[src/spf_pkg.sv]
`timescale 1ns / 1ps

package spf_pkg;

   // field and datapath widths
   localparam int RANGE_W = 16;
   localparam int COORD_W = 17;
   localparam int INDEX_W = 12;
   localparam int ANGLE_W = 16;
   localparam int CSR_INDEX_W = 8;
   localparam int MUL_W = 18;
   localparam int PROD_W = 2 * MUL_W;
   localparam int ACC_W = 36;
   // rotator: x and y in Q16 mm with gain growth, z at 32 bits per turn
   localparam int XY_W = 35;
   localparam int Z_W = 33;
   localparam int STAGE_W = 5;
   localparam int ATAN_LEN = 24;
   localparam int ATAN_W = 30;

   // constants
   localparam logic [RANGE_W-1:0] GAIN_Q16 = 16'd39797;
   localparam logic [COORD_W-1:0] COORD_LIMIT = 17'd65535;
   localparam logic [INDEX_W-1:0] INDEX_MAX = 12'd4095;

   localparam logic [RANGE_W-1:0] NEAR_THRESHOLD_RESET = 16'd1000;
   localparam logic [RANGE_W-1:0] MIN_SPACING_RESET = 16'd200;
   localparam logic [ANGLE_W-1:0] ANGLE_START_RESET = 16'd0;
   localparam logic [ANGLE_W-1:0] ANGLE_STEP_RESET = 16'd182;

   // register indexes
   localparam logic [CSR_INDEX_W-1:0] REG_NEAR_THRESHOLD = 8'd0;
   localparam logic [CSR_INDEX_W-1:0] REG_MIN_SPACING = 8'd1;
   localparam logic [CSR_INDEX_W-1:0] REG_ANGLE_START = 8'd2;
   localparam logic [CSR_INDEX_W-1:0] REG_ANGLE_STEP = 8'd3;

   // arctangent of 2^-i in 1/2^32 turn
   localparam logic [ATAN_W-1:0] ATAN_TURN32 [ATAN_LEN] = '{
      30'd536870912, 30'd316933406, 30'd167458907, 30'd85004756,
      30'd42667331,  30'd21354465,  30'd10679838,  30'd5340245,
      30'd2670163,   30'd1335087,   30'd667544,    30'd333772,
      30'd166886,    30'd83443,     30'd41721,     30'd20861,
      30'd10430,     30'd5215,      30'd2608,      30'd1304,
      30'd652,       30'd326,       30'd163,       30'd81
   };

   typedef enum logic [3:0] {
      ST_IDLE,
      ST_ANGLE,
      ST_GAIN,
      ST_LOAD,
      ST_ROTATE,
      ST_ROUND,
      ST_DX,
      ST_DY,
      ST_SPACE,
      ST_DECIDE
   } state_type;

   typedef struct packed {
      logic load;
      logic step;
   } rot_ctrl_type;

   // Q16 to whole mm, round half up, saturate
   function automatic logic signed [COORD_W-1:0] q16_to_mm(input logic signed [XY_W-1:0] v);
      logic signed [XY_W-1:0] sum;
      logic signed [XY_W-17:0] whole;
      logic signed [COORD_W-1:0] res;
      sum = v + XY_W'(32768);
      whole = sum[XY_W-1:16];
      if (whole > $signed({2'b00, COORD_LIMIT})) begin
         res = $signed(COORD_LIMIT);
      end else if (whole < -$signed({2'b00, COORD_LIMIT})) begin
         res = -$signed(COORD_LIMIT);
      end else begin
         res = whole[COORD_W-1:0];
      end
      return res;
   endfunction

endpackage

[src/spf_rotator.sv]
`timescale 1ns / 1ps

module spf_rotator #(
   parameter int CORDIC_STAGES = 16
) (
   input  logic                                clock,
   input  logic                                reset,
   input  spf_pkg::rot_ctrl_type               ctrl,
   input  logic signed [spf_pkg::XY_W-1:0]     x_init,
   input  logic signed [spf_pkg::Z_W-1:0]      z_init,
   output logic signed [spf_pkg::XY_W-1:0]     x_out,
   output logic signed [spf_pkg::XY_W-1:0]     y_out,
   output logic                                last_stage
);

   logic signed [spf_pkg::XY_W-1:0] x_ff, x_in;
   logic signed [spf_pkg::XY_W-1:0] y_ff, y_in;
   logic signed [spf_pkg::Z_W-1:0]  z_ff, z_in;
   logic [spf_pkg::STAGE_W-1:0]     stage_ff, stage_in;
   logic signed [spf_pkg::XY_W-1:0] x_shift;
   logic signed [spf_pkg::XY_W-1:0] y_shift;
   logic signed [spf_pkg::Z_W-1:0]  atan_step;

   // one micro-rotation per cycle while ctrl.step is high, through the shared shifter and adders
   always_comb begin
      x_shift = x_ff >>> stage_ff;
      y_shift = y_ff >>> stage_ff;
      atan_step = $signed({3'b000, spf_pkg::ATAN_TURN32[stage_ff]});
      x_in = x_ff;
      y_in = y_ff;
      z_in = z_ff;
      stage_in = stage_ff;
      if (ctrl.load) begin
         x_in = x_init;
         y_in = '0;
         z_in = z_init;
         stage_in = '0;
      end else if (ctrl.step) begin
         if (!z_ff[spf_pkg::Z_W-1]) begin
            x_in = x_ff - y_shift;
            y_in = y_ff + x_shift;
            z_in = z_ff - atan_step;
         end else begin
            x_in = x_ff + y_shift;
            y_in = y_ff - x_shift;
            z_in = z_ff + atan_step;
         end
         stage_in = stage_ff + 1'b1;
      end
   end

   // stage counter
   always_ff @(posedge clock) begin
      if (reset) begin
         stage_ff <= '0;
      end else begin
         stage_ff <= stage_in;
      end
   end

   // vector and angle registers
   always_ff @(posedge clock) begin
      x_ff <= x_in;
      y_ff <= y_in;
      z_ff <= z_in;
   end

   assign x_out = x_ff;
   assign y_out = y_ff;
   assign last_stage = (stage_ff == spf_pkg::STAGE_W'(CORDIC_STAGES - 1));

   // the table holds enough angles for every stage
   a_stage_range: assert property (@(posedge clock) disable iff (reset)
      ctrl.step |-> (stage_ff < spf_pkg::STAGE_W'(spf_pkg::ATAN_LEN)))
      else $error("rotator stage beyond arctangent table");

   a_load_clears: assert property (@(posedge clock) disable iff (reset)
      ctrl.load |=> (stage_ff == '0) && (y_ff == '0))
      else $error("rotator load did not restart the stage count");

endmodule

[src/scan_point_spacing_filter.sv]
// sequence: a near sample passes through ST_ANGLE, ST_GAIN, ST_LOAD, ST_ROTATE, ST_ROUND,
// ST_DX, ST_DY, ST_SPACE and ST_DECIDE, one micro-rotation per cycle in the shared rotator
// throughput: req_stall holds new samples until a near sample returns to idle, including any
// wait of a held point on rsp_stall; one per cycle for far samples (counter only)
// reset: synchronous, active high; registers return to their documented defaults,
// the beam counter and last point are cleared
`timescale 1ns / 1ps

module scan_point_spacing_filter #(
   parameter int MAX_BEAMS = 4096,
   parameter int CORDIC_STAGES = 16
) (
   input  logic                                   clock,
   input  logic                                   reset,
   // sample channel
   input  logic                                   req_valid,
   output logic                                   req_stall,
   input  logic [spf_pkg::RANGE_W-1:0]            req_range_mm,
   input  logic                                   req_scan_start,
   // point channel
   output logic                                   rsp_valid,
   input  logic                                   rsp_stall,
   output logic signed [spf_pkg::COORD_W-1:0]     rsp_point_x_mm,
   output logic signed [spf_pkg::COORD_W-1:0]     rsp_point_y_mm,
   output logic [spf_pkg::INDEX_W-1:0]            rsp_beam_index,
   // register write channel
   input  logic                                   csr_valid,
   output logic                                   csr_ready,
   input  logic [spf_pkg::CSR_INDEX_W-1:0]        csr_index,
   input  logic [spf_pkg::RANGE_W-1:0]            csr_data
);

   localparam int BEAM_LIMIT_INT = (MAX_BEAMS < 4096) ? MAX_BEAMS - 1 : 4095;
   localparam logic [spf_pkg::INDEX_W-1:0] BEAM_LIMIT = spf_pkg::INDEX_W'(BEAM_LIMIT_INT);

   spf_pkg::state_type state_ff, state_in;

   logic [spf_pkg::RANGE_W-1:0] near_thr_ff;
   logic [spf_pkg::RANGE_W-1:0] spacing_ff;
   logic [spf_pkg::ANGLE_W-1:0] angle_start_ff;
   logic [spf_pkg::ANGLE_W-1:0] angle_step_ff;

   logic [spf_pkg::INDEX_W-1:0] sample_count_ff;
   logic                        have_last_ff;
   logic signed [spf_pkg::COORD_W-1:0] last_x_ff;
   logic signed [spf_pkg::COORD_W-1:0] last_y_ff;

   logic [spf_pkg::RANGE_W-1:0] range_ff;
   logic [spf_pkg::INDEX_W-1:0] idx_ff;
   logic                        negate_ff;
   logic signed [spf_pkg::Z_W-1:0] z_init_ff;
   logic signed [spf_pkg::COORD_W-1:0] px_ff;
   logic signed [spf_pkg::COORD_W-1:0] py_ff;
   logic [spf_pkg::ACC_W-1:0]   acc_ff;
   logic signed [spf_pkg::PROD_W-1:0] prod_ff;

   logic                        rsp_valid_ff;
   logic signed [spf_pkg::COORD_W-1:0] rsp_x_ff;
   logic signed [spf_pkg::COORD_W-1:0] rsp_y_ff;
   logic [spf_pkg::INDEX_W-1:0] rsp_idx_ff;

   logic                        req_accept;
   logic [spf_pkg::INDEX_W-1:0] cur_idx;
   logic                        near_hit;
   logic signed [spf_pkg::MUL_W-1:0] mul_a;
   logic signed [spf_pkg::MUL_W-1:0] mul_b;
   logic signed [spf_pkg::COORD_W:0] dx;
   logic signed [spf_pkg::COORD_W:0] dy;
   logic [spf_pkg::ANGLE_W-1:0] angle;
   logic signed [spf_pkg::ANGLE_W-1:0] angle_s;
   logic signed [spf_pkg::ANGLE_W:0] angle_fold;
   logic                        angle_wide;
   logic signed [spf_pkg::XY_W-1:0] x_init;
   logic signed [spf_pkg::XY_W-1:0] rot_x;
   logic signed [spf_pkg::XY_W-1:0] rot_y;
   logic                        rot_last;
   spf_pkg::rot_ctrl_type       rot_ctrl;
   logic                        emit;
   logic                        out_free;
   logic                        load_out;

   // handshake
   assign req_stall = (state_ff != spf_pkg::ST_IDLE);
   assign req_accept = req_valid && !req_stall;
   assign csr_ready = 1'b1;
   assign cur_idx = req_scan_start ? '0 : sample_count_ff;
   assign near_hit = (req_range_mm < near_thr_ff);
   assign out_free = !rsp_valid_ff || !rsp_stall;

   // configuration registers
   always_ff @(posedge clock) begin
      if (reset) begin
         near_thr_ff <= spf_pkg::NEAR_THRESHOLD_RESET;
         spacing_ff <= spf_pkg::MIN_SPACING_RESET;
         angle_start_ff <= spf_pkg::ANGLE_START_RESET;
         angle_step_ff <= spf_pkg::ANGLE_STEP_RESET;
      end else if (csr_valid && csr_ready) begin
         unique case (csr_index)
            spf_pkg::REG_NEAR_THRESHOLD: near_thr_ff <= csr_data;
            spf_pkg::REG_MIN_SPACING: spacing_ff <= csr_data;
            spf_pkg::REG_ANGLE_START: angle_start_ff <= csr_data;
            spf_pkg::REG_ANGLE_STEP: angle_step_ff <= csr_data;
            default: ;
         endcase
      end
   end

   // beam angle fold into the right half plane
   always_comb begin
      angle = angle_start_ff + prod_ff[spf_pkg::ANGLE_W-1:0];
      angle_s = $signed(angle);
      angle_wide = (angle_s > 16'sd16384) || (angle_s < -16'sd16384);
      if (!angle_wide) begin
         angle_fold = {angle_s[spf_pkg::ANGLE_W-1], angle_s};
      end else if (angle_s > 16'sd0) begin
         angle_fold = {angle_s[spf_pkg::ANGLE_W-1], angle_s} - 17'sd32768;
      end else begin
         angle_fold = {angle_s[spf_pkg::ANGLE_W-1], angle_s} + 17'sd32768;
      end
   end

   assign x_init = negate_ff ? -prod_ff[spf_pkg::XY_W-1:0] : prod_ff[spf_pkg::XY_W-1:0];
   assign dx = {px_ff[spf_pkg::COORD_W-1], px_ff} - {last_x_ff[spf_pkg::COORD_W-1], last_x_ff};
   assign dy = {py_ff[spf_pkg::COORD_W-1], py_ff} - {last_y_ff[spf_pkg::COORD_W-1], last_y_ff};
   assign emit = !have_last_ff
      || (acc_ff > {{(spf_pkg::ACC_W-32){1'b0}}, prod_ff[31:0]});

   spf_rotator #(
      .CORDIC_STAGES(CORDIC_STAGES)
   ) u_rotator (
      .clock(clock),
      .reset(reset),
      .ctrl(rot_ctrl),
      .x_init(x_init),
      .z_init(z_init_ff),
      .x_out(rot_x),
      .y_out(rot_y),
      .last_stage(rot_last)
   );

   // sequencer next state
   always_comb begin
      state_in = state_ff;
      unique case (state_ff)
         spf_pkg::ST_IDLE: begin
            if (req_accept && near_hit) state_in = spf_pkg::ST_ANGLE;
         end
         spf_pkg::ST_ANGLE: state_in = spf_pkg::ST_GAIN;
         spf_pkg::ST_GAIN: state_in = spf_pkg::ST_LOAD;
         spf_pkg::ST_LOAD: state_in = spf_pkg::ST_ROTATE;
         spf_pkg::ST_ROTATE: begin
            if (rot_last) state_in = spf_pkg::ST_ROUND;
         end
         spf_pkg::ST_ROUND: state_in = spf_pkg::ST_DX;
         spf_pkg::ST_DX: state_in = spf_pkg::ST_DY;
         spf_pkg::ST_DY: state_in = spf_pkg::ST_SPACE;
         spf_pkg::ST_SPACE: state_in = spf_pkg::ST_DECIDE;
         spf_pkg::ST_DECIDE: begin
            if (!emit || out_free) state_in = spf_pkg::ST_IDLE;
         end
         default: state_in = spf_pkg::ST_IDLE;
      endcase
   end

   // sequencer outputs: multiplier operands and rotator control
   always_comb begin
      mul_a = '0;
      mul_b = '0;
      rot_ctrl = '0;
      load_out = 1'b0;
      unique case (state_ff)
         spf_pkg::ST_ANGLE: begin
            mul_a = $signed({{(spf_pkg::MUL_W-spf_pkg::INDEX_W){1'b0}}, idx_ff});
            mul_b = $signed({{(spf_pkg::MUL_W-spf_pkg::ANGLE_W){1'b0}}, angle_step_ff});
         end
         spf_pkg::ST_GAIN: begin
            mul_a = $signed({{(spf_pkg::MUL_W-spf_pkg::RANGE_W){1'b0}}, range_ff});
            mul_b = $signed({{(spf_pkg::MUL_W-spf_pkg::RANGE_W){1'b0}}, spf_pkg::GAIN_Q16});
         end
         spf_pkg::ST_LOAD: rot_ctrl.load = 1'b1;
         spf_pkg::ST_ROTATE: rot_ctrl.step = 1'b1;
         spf_pkg::ST_DX: begin
            mul_a = dx;
            mul_b = dx;
         end
         spf_pkg::ST_DY: begin
            mul_a = dy;
            mul_b = dy;
         end
         spf_pkg::ST_SPACE, spf_pkg::ST_DECIDE: begin
            mul_a = $signed({{(spf_pkg::MUL_W-spf_pkg::RANGE_W){1'b0}}, spacing_ff});
            mul_b = $signed({{(spf_pkg::MUL_W-spf_pkg::RANGE_W){1'b0}}, spacing_ff});
            load_out = (state_ff == spf_pkg::ST_DECIDE) && emit && out_free;
         end
         default: ;
      endcase
   end

   // state and scan tracking
   always_ff @(posedge clock) begin
      if (reset) begin
         state_ff <= spf_pkg::ST_IDLE;
         sample_count_ff <= '0;
         have_last_ff <= 1'b0;
      end else begin
         state_ff <= state_in;
         if (req_accept) begin
            sample_count_ff <= (cur_idx < BEAM_LIMIT) ? cur_idx + 1'b1 : cur_idx;
            if (req_scan_start) have_last_ff <= 1'b0;
         end
         if (load_out) have_last_ff <= 1'b1;
      end
   end

   // shared multiplier with registered product
   always_ff @(posedge clock) begin
      prod_ff <= mul_a * mul_b;
   end

   // datapath registers
   always_ff @(posedge clock) begin
      if (req_accept) begin
         range_ff <= req_range_mm;
         idx_ff <= cur_idx;
      end
      if (state_ff == spf_pkg::ST_GAIN) begin
         negate_ff <= angle_wide;
         z_init_ff <= {angle_fold, 16'b0};
      end
      if (state_ff == spf_pkg::ST_ROUND) begin
         px_ff <= spf_pkg::q16_to_mm(rot_x);
         py_ff <= spf_pkg::q16_to_mm(rot_y);
      end
      if (state_ff == spf_pkg::ST_DY) acc_ff <= prod_ff[spf_pkg::ACC_W-1:0];
      if (state_ff == spf_pkg::ST_SPACE) acc_ff <= acc_ff + prod_ff[spf_pkg::ACC_W-1:0];
      if (load_out) begin
         last_x_ff <= px_ff;
         last_y_ff <= py_ff;
      end
   end

   // output register
   always_ff @(posedge clock) begin
      if (reset) begin
         rsp_valid_ff <= 1'b0;
      end else if (load_out) begin
         rsp_valid_ff <= 1'b1;
      end else if (!rsp_stall) begin
         rsp_valid_ff <= 1'b0;
      end
   end

   always_ff @(posedge clock) begin
      if (load_out) begin
         rsp_x_ff <= px_ff;
         rsp_y_ff <= py_ff;
         rsp_idx_ff <= idx_ff;
      end
   end

   assign rsp_valid = rsp_valid_ff;
   assign rsp_point_x_mm = rsp_x_ff;
   assign rsp_point_y_mm = rsp_y_ff;
   assign rsp_beam_index = rsp_idx_ff;

   a_emit_sets_last: assert property (@(posedge clock) disable iff (reset)
      $rose(rsp_valid_ff) |-> have_last_ff)
      else $error("point emitted without recording it as last point");

   a_count_limit: assert property (@(posedge clock) disable iff (reset)
      sample_count_ff <= BEAM_LIMIT)
      else $error("beam counter beyond its limit");

   a_coord_sat: assert property (@(posedge clock) disable iff (reset)
      rsp_valid_ff |-> (rsp_x_ff != {1'b1, {(spf_pkg::COORD_W-1){1'b0}}})
         && (rsp_y_ff != {1'b1, {(spf_pkg::COORD_W-1){1'b0}}}))
      else $error("coordinate outside saturation range");

   a_far_no_work: assert property (@(posedge clock) disable iff (reset)
      (req_accept && !near_hit) |=> (state_ff == spf_pkg::ST_IDLE))
      else $error("far sample started the rotator");

   a_load_slot_free: assert property (@(posedge clock) disable iff (reset)
      load_out |-> out_free)
      else $error("output register overwritten while held");

endmodule

[config.mk]
export PLATFORM = sky130hd
export DESIGN_NAME = scan_point_spacing_filter
export DESIGN_NICKNAME = d
export VERILOG_FILES = /design/src/spf_pkg.sv /design/src/spf_rotator.sv /design/src/scan_point_spacing_filter.sv
export SDC_FILE = /design/constraint.sdc
export NUM_CORES = 2
export LEC_CHECK = 0
export BUFFER_PORTS_ARGS = -buffer_cell sky130_fd_sc_hd__buf_2
export CAP_MARGIN = 0
export CORE_ASPECT_RATIO = 0.5
export CORE_MARGIN = 4
export CORE_UTILIZATION = 52
export CTS_CLUSTER_SIZE = 8
export DETAILED_ROUTE_END_ITERATION = 10
export GPL_ROUTABILITY_DRIVEN = 1
export PLACE_DENSITY_LB_ADDON = 0.15
export SLEW_MARGIN = 20
export SYNTH_ARGS = -nofsm -noshare
export SYNTH_HDL_FRONTEND = slang
export SYNTH_HIERARCHICAL = 1
export SYNTH_SLANG_ARGS = --single-unit
[constraint.sdc]
create_clock -name clock -period 11.93 [get_ports clock]
set_input_delay 1.193 -clock clock [delete_from_list [all_inputs] [get_ports clock]]
set_output_delay 1.193 -clock clock [all_outputs]
set_load 0.03 [all_outputs]
==> run metrics <==
Sw Share 45.2%; unrepaired setup endpoints after global routing no; final setup fails 0; CP max FO 15; Initial Utilization 53.0%; first-pass GRT wire length around 230000 um; Layout fillers 7996; outcome finished clean; routed vias 39700; clock network power share approximately a fifth; WP data arrival approximately 10000 ps; crit path kind register to register; Finished Layout Cells about 6400; CP peak stage delay roughly 740 ps; #FFs+latches synth about 390; Register-to-Register Path Depth 30; most numerous cell on the critical path fa_1; antenna violations before repair 3; fin worst setup slack just over 2000 ps; largest area contributor in the netlist edfxtp_1; clk root buf clkbuf_16; # DRC 0; post-CTS setup buffers 0; Inserted Diodes 0; Clock Skews approximately 25 ps; Synth-to-Final Area Change 6.74%; wire per inst 22.8 um; relative slew slack 26.3%; Net Sw Power around 3.5 mW; total die area ~94000 um^2; TritonCTS clock tree done; CP Launch Type register; standard-cell rows 76; Routed Wire Length 145000 um; post-synthesis cell area roughly 46000 um^2; Critical Path RT roughly 12000 ps; GRT Residual Overflow 0; # resized after CTS 0; vias in the first global route 38700; clock sink total between 300 and 400; routability cong. roughly 0.96; worst skew pair latency 630 ps; PD cells 157 nW/um^2; I/O Pins 95; achievable frequency ~100 MHz; Tightest Pin Transition 1100 ps; Final Cycle Share between 80% and 90%; post-DP HPWL ~110000 um; Avg Inst Size Synth around 8.9 um^2; ranking of synthesized cells by area edfxtp_1 (15%), fa_1 (15%), ha_1 (9.3%); crit path time final 9890 ps; Worst Hold Launch py_ff[0]; count of cell types in the netlist around 120; hold-fix buffers at CTS 0; Die Y around 220 um; 1st-iter DRT viols ~3800; ys flop type edfxtp_1; Synth top area share 15.0%; VDD IR max roughly 0.098 mV; final setup TNS 0 ps; routed vias/inst roughly 6.2; Hold Path Depth 0; final hold slack 450 ps; clock buffer depth 3; pin count of the biggest net entering global routing 123; Slew Limit Fails 0; Power Internal about 4.2 mW; total power 7.73 mW; Async SR Flop Fraction 0%; Ys Warns 6; hold path endpoint rsp_point_y_mm[0]; Comb pwr share 55.1%; Die Wd 429 um; Final Hold Fails 0; number of max-cap violations 0; port bufs just over 90; R2R Path Start rsp_point_y_mm[0]; Max H-tree Level 2; pre-CTS setup slack 2100 ps; clock transition at the registers of the reported paths ~60 ps; Detailed Routing Iterations Pass 1 8; CTS buffer count 55; type of the worst min-delay path register to register; Post-Synthesis Cells 5178; FF-to-FF setup slack roughly 2000 ps; worst flop-to-flop path endpoint prod_ff[34]; sequential-to-total area share from yosys stat 21.9%; Flop pwr share 25.5%; DRT antenna net count 0; Worst Setup End Kind register; crit path max-delay cell type nand3_1; cell leakage power between 20 and 25 nW; share of layout cells above drive strength 1 slightly above 8%; core area around 87000 um^2; Overall Global Routing Usage between 30% and 40%; Post-layout nets 5889; placed instance count between 6000 and 7000; Post-synth EDFFs 230
-- power groups by stage --
stage / Sequential (mW) / Combinational, mW / Clock (mW)
2_1_floorplan: 1.85 / 3.12 / 0
3_3_place_gp: 1.97 / 4.06 / 0
3_5_place_dp: 1.98 / 4.13 / 0
4_1_cts: 1.95 / 4.16 / 1.53
5_1_grt: 1.98 / 4.66 / 1.59
6_report: 1.97 / 4.26 / 1.50
-- cell usage after synthesis (24+ instances only) --
cell	count
inv_1	593
nand2_1	485
nor2_1	469
ha_1	341
fa_1	335
a21oi_1	295
o21ai_0	275
edfxtp_1	230
xnor2_1	219
dfxtp_1	158
clkbuf_1	154
mux2i_1	132
xor2_1	120
mux4_2	94
a21o_1	92
nor3_1	75
nand3_1	68
and2_1	58
a211oi_1	57
a31oi_1	51
nor2b_1	51
nand2b_1	47
o21a_1	46
o31ai_1	41
and3_1	40
nand4_1	39
buf_2	36
mux2_2	33
a211o_1	32
buf_1	30
o21bai_1	29
o211ai_1	24
-- worst max path at each step --
stage,start,to,slack (ps),cells past startpoint
after floorplan,prod_ff[11],have_last_ff,1700,11
after global placement,rsp_point_y_mm[1],prod_ff[34],2390,33
after detailed placement,rsp_point_x_mm[1],prod_ff[34],2100,33
after CTS,rsp_point_x_mm[1],prod_ff[34],2080,33
after global routing,rsp_point_x_mm[1],prod_ff[34],1320,33
final,rsp_point_y_mm[0],prod_ff[34],2040,30
-- worst max-delay path: cells and delay by family (launching register included) --
| kind | cells | cell delay (ps) |
|---|---|---|
| buffers and inverters | 3 | 150 |
| AOI/OAI and AO/OA | 13 | 3570 |
| adders and majority gates | 9 | 4100 |
| xor gates and xnor gates | 1 | 160 |
| DFF | 1 | 390 |
| and+or+nand+nor | 4 | 1390 |
-- cell families after synthesis --
kind of cell | share of synthesized area (%)
XOR/XNOR | 6.49
multiplexers | 8.71
adder cells (fa/ha/maj) | 23.8
AND/OR/NAND/NOR | 15.2
AO/OA/AOI/OAI | 16.8
other | 0.0163
buffers and inverters | 7.09
flip-flops | 21.9
-- per-layer routing --
| metal | global-route usage, % | wire (um) | vias to the layer above | part of all wire (%) |
|---|---|---|---|---|
| met5 | 0 | 17 | - | 0.012 |
| met4 | 10.8 | 5490 | 2 | 3.8 |
| met3 | 5.53 | 13400 | 313 | 9.2 |
| met2 | 48.2 | 64000 | 1862 | 44 |
| met1 | 42.8 | 62400 | 19500 | 43 |
| li1 | - | - | 18100 | - |
-- area by class of cell --
class | instances | area, um^2 | share of cell area, %
multi-input combinational | 3971 | 32900 | 66.8
sequential | 388 | 10100 | 20.5
inverter | 596 | 2240 | 4.55
clock buffer | 94 | 1540 | 3.14
tap | 1170 | 1460 | 2.98
timing repair buffer | 155 | 943 | 1.92
clock inverter | 5 | 42.5 | 0.0865
-- layout by cell type, fill, tap and decap left out, drive strengths merged, types with 120 or more instances in the layout --
cell type,count
a21oi,295
buf,155
dfxtp,158
edfxtp,230
fa,335
ha,341
inv,595
mux2i,133
nand2,485
nor2,473
o21ai,282
xnor2,219
xor2,120
-- registers in the layout, summed over array words and instances (netlist names), 4 cells and up --
register and cells:
acc_ff 36, angle_start_ff 16, angle_step_ff 16, idx_ff 12, near_thr_ff 16, prod_ff 36, px_ff 17, py_ff 17
range_ff 16, rsp_beam_index 12, rsp_point_x_mm 17, rsp_point_y_mm 17, sample_count_ff 12, spacing_ff 16, state_ff 4, u_rotator/stage_ff 5
u_rotator/x_out 35, u_rotator/y_out 35, u_rotator/z_ff 33, z_init_ff 17
-- metrics by stage --
step	instance area, um^2	util (%)
floorplan	46100	-
global placement	47600	54.7
detailed placement	47600	54.7
CTS	49200	56.6
global route	49200	56.6
finish	49200	56.6
Note: power is estimated with default switching activity, not from simulation.
